## config.mk

```make
export PLATFORM = sky130hd
export DESIGN_NAME = month_grid_geometry
export DESIGN_NICKNAME = d
export VERILOG_FILES = /design/src/rtl/mgg_pkg.sv /design/src/rtl/month_grid_geometry.sv /design/src/rtl/mgg_cfg_regs.sv /design/src/rtl/mgg_year_stage.sv /design/src/rtl/mgg_week_stage.sv /design/src/rtl/mgg_grid_stage.sv
export SDC_FILE = /design/constraint.sdc
export NUM_CORES = 1
export LEC_CHECK = 0
export BUFFER_PORTS_ARGS = -buffer_cell sky130_fd_sc_hd__buf_2
export CORE_MARGIN = 8
export CORE_UTILIZATION = 55
export CTS_CLUSTER_DIAMETER = 200
export DETAILED_ROUTE_END_ITERATION = 8
export PLACE_DENSITY = 0.74
export SLEW_MARGIN = 20
export SYNTH_ARGS = -nofsm -noshare
export SYNTH_HDL_FRONTEND = slang
export SYNTH_HIERARCHICAL = 1
export SYNTH_SLANG_ARGS = --single-unit
export TNS_END_PERCENT = 100
```

## constraint.sdc

```tcl
create_clock -name aclk -period 18.1 [get_ports aclk]
set_input_delay 1.81 -clock aclk [delete_from_list [all_inputs] [get_ports aclk]]
set_output_delay 1.81 -clock aclk [all_outputs]
set_load 0.02 [all_outputs]
```

## src/rtl/mgg_pkg.sv

```systemverilog
package mgg_pkg;

    localparam int YearW = 12;
    localparam int MonthW = 4;
    localparam int WdayW = 3;
    localparam int DaysW = 5;
    localparam int SumW = 13;
    localparam int QW = 6;
    localparam int AddrW = 4;
    localparam int DataW = 32;

    localparam logic [SumW-1:0] YearBias = 13'd400;
    localparam logic [10:0] Recip25 = 11'd1311;
    localparam int RecipShift = 15;

    localparam logic [1:0] RegWeekStart = 2'd0;
    localparam logic [1:0] RegYearMin = 2'd1;
    localparam logic [1:0] RegYearMax = 2'd2;

    localparam logic [MonthW-1:0] MonthFeb = 4'd2;
    localparam logic [MonthW-1:0] MonthMar = 4'd3;
    localparam logic [MonthW-1:0] MonthDec = 4'd12;

    typedef struct packed {
        logic [WdayW-1:0] week_start;
        logic [YearW-1:0] year_min;
        logic [YearW-1:0] year_max;
    } cfg_t;

    typedef struct packed {
        logic              ok;
        logic [MonthW-1:0] month;
        logic [YearW-1:0]  year;
        logic [SumW-1:0]   yy;
        logic [QW-1:0]     q100;
        logic [QW-1:0]     qy;
    } s1_t;

    typedef struct packed {
        logic              ok;
        logic [WdayW-1:0]  wday;
        logic [DaysW-1:0]  days;
    } s3_t;

    function automatic logic [2:0] month_offset(input logic [MonthW-1:0] m);
        logic [2:0] r;
        case (m)
            4'd1:    r = 3'd0;
            4'd2:    r = 3'd3;
            4'd3:    r = 3'd2;
            4'd4:    r = 3'd5;
            4'd5:    r = 3'd0;
            4'd6:    r = 3'd3;
            4'd7:    r = 3'd5;
            4'd8:    r = 3'd1;
            4'd9:    r = 3'd4;
            4'd10:   r = 3'd6;
            4'd11:   r = 3'd2;
            4'd12:   r = 3'd4;
            default: r = 3'd0;
        endcase
        return r;
    endfunction

    function automatic logic [DaysW-1:0] month_len(input logic [MonthW-1:0] m);
        logic [DaysW-1:0] r;
        case (m)
            4'd2:    r = 5'd28;
            4'd4:    r = 5'd30;
            4'd6:    r = 5'd30;
            4'd9:    r = 5'd30;
            4'd11:   r = 5'd30;
            default: r = 5'd31;
        endcase
        return r;
    endfunction

    // 8 == 1 mod 7, so octal digits fold
    function automatic logic [WdayW-1:0] mod7(input logic [SumW-1:0] x);
        logic [4:0] s;
        logic [3:0] t;
        s = 5'(x[2:0]) + 5'(x[5:3]) + 5'(x[8:6]) + 5'(x[11:9]) + 5'(x[12]);
        t = 4'(s[2:0]) + 4'(s[4:3]);
        if (t >= 4'd7) begin
            t = t - 4'd7;
        end
        return t[2:0];
    endfunction

endpackage

```

## src/rtl/month_grid_geometry.sv

```systemverilog
// An accepted input word passes the year, week and grid stage registers to m_axis.
// Throughput: one word per cycle while m_axis accepts; every stage refills as soon
// as it drains, so a stall on m_axis only backs up stages that hold a word.
// Reset: synchronous, active-low aresetn clears all stage valid bits and loads
// week_start 0, year_min 1970, year_max 2105.
module month_grid_geometry
    import mgg_pkg::*;
(
    input  logic             aclk,
    input  logic             aresetn,
    input  logic             s_axis_tvalid,
    output logic             s_axis_tready,
    input  logic [15:0]      s_axis_tdata,  // [11:0] year, [15:12] month
    output logic             m_axis_tvalid,
    input  logic             m_axis_tready,
    output logic [15:0]      m_axis_tdata,  // [2:0] first_weekday, [7:3] month_days,
                                            // [10:8] lead_cells, [13:11] row_count
    output logic             m_axis_tuser,  // [0] valid_res
    input  logic             psel,
    input  logic             penable,
    input  logic             pwrite,
    input  logic [AddrW-1:0] paddr,
    input  logic [DataW-1:0] pwdata,
    output logic [DataW-1:0] prdata,
    output logic             pready
);

    cfg_t cfg;
    logic s1_valid;
    logic s1_load;
    s1_t s1_data;
    logic s3_valid;
    logic s3_load;
    s3_t s3_data;

    mgg_cfg_regs u_cfg (
        .aclk    (aclk),
        .aresetn (aresetn),
        .psel    (psel),
        .penable (penable),
        .pwrite  (pwrite),
        .paddr   (paddr),
        .pwdata  (pwdata),
        .prdata  (prdata),
        .pready  (pready),
        .cfg     (cfg)
    );

    mgg_year_stage u_year (
        .aclk      (aclk),
        .aresetn   (aresetn),
        .in_valid  (s_axis_tvalid),
        .in_ready  (s_axis_tready),
        .year      (s_axis_tdata[11:0]),
        .month     (s_axis_tdata[15:12]),
        .cfg       (cfg),
        .out_valid (s1_valid),
        .out_load  (s1_load),
        .out_data  (s1_data)
    );

    mgg_week_stage u_week (
        .aclk      (aclk),
        .aresetn   (aresetn),
        .in_valid  (s1_valid),
        .in_ready  (s1_load),
        .in_data   (s1_data),
        .out_valid (s3_valid),
        .out_load  (s3_load),
        .out_data  (s3_data)
    );

    mgg_grid_stage u_grid (
        .aclk          (aclk),
        .aresetn       (aresetn),
        .in_valid      (s3_valid),
        .in_ready      (s3_load),
        .in_data       (s3_data),
        .week_start    (cfg.week_start),
        .m_axis_tvalid (m_axis_tvalid),
        .m_axis_tready (m_axis_tready),
        .m_axis_tdata  (m_axis_tdata),
        .m_axis_tuser  (m_axis_tuser)
    );

    a_days_range: assert property (@(posedge aclk) disable iff (!aresetn)
        m_axis_tvalid && m_axis_tuser |->
            m_axis_tdata[7:3] >= 5'd28 && m_axis_tdata[7:3] <= 5'd31)
        else $error("month length out of range");

    a_invalid_zero: assert property (@(posedge aclk) disable iff (!aresetn)
        m_axis_tvalid && !m_axis_tuser |-> m_axis_tdata == 16'd0)
        else $error("invalid result carries nonzero fields");

    a_grid_shape: assert property (@(posedge aclk) disable iff (!aresetn)
        m_axis_tvalid && m_axis_tuser |->
            m_axis_tdata[2:0] != 3'd7 && m_axis_tdata[10:8] != 3'd7
            && m_axis_tdata[13:11] >= 3'd4 && m_axis_tdata[13:11] <= 3'd6)
        else $error("weekday, lead or row count out of range");

    a_six_rows: assert property (@(posedge aclk) disable iff (!aresetn)
        m_axis_tvalid && m_axis_tuser && m_axis_tdata[13:11] == 3'd6 |->
            m_axis_tdata[10:8] >= 3'd5)
        else $error("six rows with too few lead cells");

endmodule

```

## src/rtl/mgg_cfg_regs.sv

```systemverilog
module mgg_cfg_regs
    import mgg_pkg::*;
(
    input  logic             aclk,
    input  logic             aresetn,
    input  logic             psel,
    input  logic             penable,
    input  logic             pwrite,
    input  logic [AddrW-1:0] paddr,
    input  logic [DataW-1:0] pwdata,
    output logic [DataW-1:0] prdata,
    output logic             pready,
    output cfg_t             cfg
);

    cfg_t cfg_reg;
    logic wr_en;
    logic [1:0] idx;

    assign pready = 1'b1;
    assign idx = paddr[3:2];
    assign wr_en = psel && penable && pwrite && pready;

    always_ff @(posedge aclk) begin
        if (!aresetn) begin
            cfg_reg.week_start <= '0;
            cfg_reg.year_min <= 12'd1970;
            cfg_reg.year_max <= 12'd2105;
        end else if (wr_en) begin
            case (idx)
                RegWeekStart: cfg_reg.week_start <= pwdata[WdayW-1:0];
                RegYearMin:   cfg_reg.year_min <= pwdata[YearW-1:0];
                RegYearMax:   cfg_reg.year_max <= pwdata[YearW-1:0];
                default:      ;
            endcase
        end
    end

    always_comb begin
        case (idx)
            RegWeekStart: prdata = DataW'(cfg_reg.week_start);
            RegYearMin:   prdata = DataW'(cfg_reg.year_min);
            RegYearMax:   prdata = DataW'(cfg_reg.year_max);
            default:      prdata = '0;
        endcase
    end

    assign cfg = cfg_reg;

endmodule

```

## src/rtl/mgg_year_stage.sv

```systemverilog
module mgg_year_stage
    import mgg_pkg::*;
(
    input  logic              aclk,
    input  logic              aresetn,
    input  logic              in_valid,
    output logic              in_ready,
    input  logic [YearW-1:0]  year,
    input  logic [MonthW-1:0] month,
    input  cfg_t              cfg,
    output logic              out_valid,
    input  logic              out_load,
    output s1_t               out_data
);

    logic valid_reg;
    s1_t data_reg;
    s1_t data_next;
    logic load;
    logic [10:0] q4;
    logic [21:0] prod_q;
    logic [20:0] prod_y;

    assign load = !valid_reg || out_load;
    assign in_ready = load;

    always_comb begin
        data_next.ok = (month != '0) && (month <= MonthDec)
                       && (year >= cfg.year_min) && (year <= cfg.year_max);
        data_next.month = month;
        data_next.year = year;
        // shift by 400 years (whole weeks); Jan/Feb count in the prior year
        data_next.yy = SumW'(year) + YearBias - SumW'(month < MonthMar);
        // floor(x/100) == floor(floor(x/4)/25), reciprocal multiply
        q4 = data_next.yy[12:2];
        prod_q = q4 * Recip25;
        data_next.q100 = prod_q[RecipShift +: QW];
        prod_y = year[11:2] * Recip25;
        data_next.qy = prod_y[RecipShift +: QW];
    end

    always_ff @(posedge aclk) begin
        if (!aresetn) begin
            valid_reg <= 1'b0;
        end else if (load) begin
            valid_reg <= in_valid;
        end
    end

    always_ff @(posedge aclk) begin
        if (load) begin
            data_reg <= data_next;
        end
    end

    assign out_valid = valid_reg;
    assign out_data = data_reg;

endmodule

```

## src/rtl/mgg_week_stage.sv

```systemverilog
module mgg_week_stage
    import mgg_pkg::*;
(
    input  logic aclk,
    input  logic aresetn,
    input  logic in_valid,
    output logic in_ready,
    input  s1_t  in_data,
    output logic out_valid,
    input  logic out_load,
    output s3_t  out_data
);

    logic v2_reg;
    logic v3_reg;
    logic ok2_reg;
    logic [SumW-1:0] sum2_reg;
    logic [SumW-1:0] sum2_next;
    logic [DaysW-1:0] days2_reg;
    logic [DaysW-1:0] days2_next;
    s3_t s3_reg;
    logic load2;
    logic load3;
    logic leap;
    logic [SumW-1:0] cent;

    assign load3 = !v3_reg || out_load;
    assign load2 = !v2_reg || load3;
    assign in_ready = load2;

    always_comb begin
        cent = SumW'(in_data.qy) * 13'd100;
        leap = (in_data.year[1:0] == 2'b00)
               && ((SumW'(in_data.year) != cent) || (in_data.qy[1:0] == 2'b00));
        days2_next = month_len(in_data.month)
                     + DaysW'((in_data.month == MonthFeb) && leap);
        sum2_next = in_data.yy + SumW'(in_data.yy[12:2]) - SumW'(in_data.q100)
                    + SumW'(in_data.q100[QW-1:2]) + SumW'(month_offset(in_data.month))
                    + 13'd1;
    end

    always_ff @(posedge aclk) begin
        if (!aresetn) begin
            v2_reg <= 1'b0;
            v3_reg <= 1'b0;
        end else begin
            if (load2) begin
                v2_reg <= in_valid;
            end
            if (load3) begin
                v3_reg <= v2_reg;
            end
        end
    end

    always_ff @(posedge aclk) begin
        if (load2) begin
            ok2_reg <= in_data.ok;
            sum2_reg <= sum2_next;
            days2_reg <= days2_next;
        end
        if (load3) begin
            s3_reg.ok <= ok2_reg;
            s3_reg.wday <= mod7(sum2_reg);
            s3_reg.days <= days2_reg;
        end
    end

    assign out_valid = v3_reg;
    assign out_data = s3_reg;

endmodule

```

## src/rtl/mgg_grid_stage.sv

```systemverilog
module mgg_grid_stage
    import mgg_pkg::*;
(
    input  logic              aclk,
    input  logic              aresetn,
    input  logic              in_valid,
    output logic              in_ready,
    input  s3_t               in_data,
    input  logic [WdayW-1:0]  week_start,
    output logic              m_axis_tvalid,
    input  logic              m_axis_tready,
    output logic [15:0]       m_axis_tdata,
    output logic              m_axis_tuser
);

    logic valid_reg;
    logic [15:0] data_reg;
    logic [15:0] data_next;
    logic user_reg;
    logic load;
    logic [WdayW-1:0] ws;
    logic [3:0] t;
    logic [WdayW-1:0] lead;
    logic [5:0] cells;
    logic [2:0] rows;

    assign load = !valid_reg || m_axis_tready;
    assign in_ready = load;

    always_comb begin
        ws = (week_start == 3'd7) ? 3'd0 : week_start;
        t = 4'(in_data.wday) + 4'd7 - 4'(ws);
        if (t >= 4'd7) begin
            t = t - 4'd7;
        end
        lead = t[2:0];
        cells = 6'(lead) + 6'(in_data.days);
        // cells is 28..37 for a real month
        if (cells > 6'd35) begin
            rows = 3'd6;
        end else if (cells > 6'd28) begin
            rows = 3'd5;
        end else begin
            rows = 3'd4;
        end
        if (in_data.ok) begin
            data_next = {2'b00, rows, lead, in_data.days, in_data.wday};
        end else begin
            data_next = '0;
        end
    end

    always_ff @(posedge aclk) begin
        if (!aresetn) begin
            valid_reg <= 1'b0;
        end else if (load) begin
            valid_reg <= in_valid;
        end
    end

    always_ff @(posedge aclk) begin
        if (load) begin
            data_reg <= data_next;
            user_reg <= in_data.ok;
        end
    end

    assign m_axis_tvalid = valid_reg;
    assign m_axis_tdata = data_reg;
    assign m_axis_tuser = user_reg;

endmodule
```

==> flow_metrics.tcl <==
set metrics [dict create \
    status "complete, no violations" \
    core_sq_um 21690 \
    syn_inst 1178 \
    postSynth.asyncResetShare_pct 0 \
    via_count 7975 \
    crit_path_end_kind "register" \
    synth_largest_area_cell "ha_1" \
    min_to "u_week/out_data[3]" \
    crit_arrival_ns 9.38 \
    worst_path_max_delay_cell "xnor2_1" \
    r2r_end "u_week/out_data[6]" \
    multi_input_area_sq_um 7845 \
    r2r_slack_ns 14.24 \
    synth_edf_count 81 \
    grt_max_degree 45 \
    critPathKind "input pin to register" \
    synth_area_leaders "ha_1 (27%), edfxtp_1 (20%), fa_1 (14%)" \
    path_clk_slew_ns 0.08 \
    portBuffers 65 \
    final_cell_mix "ha_1 (263), inv_1 (251), fa_1 (83)" \
    worstHoldPathType "register to register" \
    max_freq_ghz 0.1077 \
    synth-seq-cells 112 \
    layout_commonest_cell "ha_1" \
    final.min_clock_period_ns 9.285 \
    grt_first_pass_wirelength_mm 36.94 \
    cts_hold_buf 0 \
    whs_path_depth 0 \
    syn2layout_area_growth_pct 6.484 \
    numCtsBuffers 9 \
    design.final.nets 1644 \
    ys_warn_count 6 \
    max_stage_delay_ns 0.62 \
    synth_ff_type "edfxtp_1" \
    cts_max_level 3 \
    fin_crit_sh_pct 51.30 \
    post_cts_resized 0 \
    worstPathRequired_ns 18.20 \
    final_max_slew_viol_count 0 \
    grt_use_total_pct 16.98 \
    largest_register_ff_count 42 \
    detailed_place_hpwl_mm 17.99 \
    finalSetupViolations 0 \
    crit_family "adder cells" \
    fill_cells 1836 \
    ys_seq_area_share_pct 25.36 \
    syn_avg_cell_area_sq_um 10.22 \
    maxSlewHeadroom_pct 31.79 \
    post_drt_wl_per_cell_um 14.16 \
    drt-initial-drc-count 360 \
    max_cap_viol_count 0 \
    holdWs_ns 0.4184 \
    dieArea_sq_um 26880 \
    rsz0062_at_grt "false" \
    post_cts_buffers 0 \
    wirelength_mm 21.59 \
    antenna_found_initial 0 \
    drtAntennaViolNets 0 \
    worstMarginPinSlew_ns 1.016 \
    clock-sinks 112 \
    io_pins 111 \
    cp-start-kind "input pin" \
    path_common_cell "inv_1" \
    reg2reg_from "u_week/sum2_reg[1]" \
    start_util_pct 55.52 \
    routed_via_density 5.233 \
    firstDrtPassIters 5 \
    grt_pass1_vias 8100 \
    cp.buffers_inverters 7 \
    fin_skew_ns 0.01036 \
    ys_types 67 \
    drc 0 \
    clockBufferDepth 2 \
    clock_latency_ns 0.36 \
    hold_viol_final 0 \
    drive_gt1_share_pct 7.958 \
    fin_tns_setup_ns 0 \
    synth_top_area_share_pct 27.33 \
    grt_overflow_total 0 \
    final-seq-area_sq_um 3053 \
    syn_area_sq_um 12040 \
    root_buffer "clkbuf_16" \
    chipWidth_um 164.0 \
    routabilityCongestion 0.7905 \
    hp-start "u_week/days2_reg[3]" \
    rows 54 \
    die_y_um 164.0 \
    cts_tree "yes" \
    path_max_fanout 6 \
    reg2reg_depth 13 \
    antennaDiodeCount 0 \
]
## worst max path at each step
stage / start / depth (start not counted) / to
2_1_floorplan: s_axis_tdata[13] / 28 / u_year/out_data[11]
3_3_place_gp: s_axis_tdata[13] / 29 / u_year/out_data[11]
3_5_place_dp: s_axis_tdata[13] / 29 / u_year/out_data[11]
4_1_cts: s_axis_tdata[13] / 29 / u_year/out_data[11]
5_1_grt: s_axis_tdata[13] / 29 / u_year/out_data[11]
6_report: s_axis_tdata[13] / 29 / u_year/out_data[11]
## kinds of logic after synthesis
group	Yosys count	synth area share [%]
mux	24	2.047
compound gates	163	9.145
fa+ha+maj	346	41.13
buf+inv	290	10.13
simple gates	179	7.659
xor+xnor	61	4.437
other cells	3	0.09352
flops	112	25.36
## layer usage
metal | part of all wire (%) | track usage, %
met5 | 0 | 0
met4 | 1.3 | 4.339
met3 | 3.7 | 1.830
met2 | 50 | 31.07
met1 | 45 | 20.89
## worst register-to-register path: stages (launching register included)
cell	delay, ns
edfxtp_1	0.33
inv_1	0.06
fa_1	0.56
fa_1	0.42
inv_1	0.07
ha_1	0.16
inv_1	0.05
fa_1	0.37
xnor2_1	0.14
ha_1	0.23
fa_1	0.52
ha_1	0.19
a21o_1	0.17
mux2_2	0.35
## per-stage QoR
stage	instances	util [%]	instance area, sq um	setup slack [ns]
finish	1524	59.11	12820	8.815
global route	1524	59.11	12820	8.270
CTS	1524	59.11	12820	8.766
detailed placement	1508	57.85	12550	8.402
global placement	1508	57.85	12550	8.465
floorplan	1198	-	12120	9.384
## cell usage after synthesis (22+ instances only)
cell type,count
a21o_1,26
ha_1,263
mux2i_1,22
o21ai_0,31
edfxtp_1,81
dfxtp_1,31
xnor2_1,45
buf_4,26
a21oi_1,43
nor2_1,28
nand2_1,54
inv_1,251
fa_1,83
## layout make-up
cell class | count | share of cell area [%]
Multi-Input combinational cell | 796 | 61.19
Clock inverter | 6 | 0.3611
Inverter | 251 | 7.349
Tap cell | 280 | 2.733
Timing Repair Buffer | 69 | 2.772
Sequential cell | 112 | 23.81
Clock buffer | 10 | 1.786
Power is not shown: default switching activity piles up to over one toggle a cycle in this logic, so the estimate is an artifact.
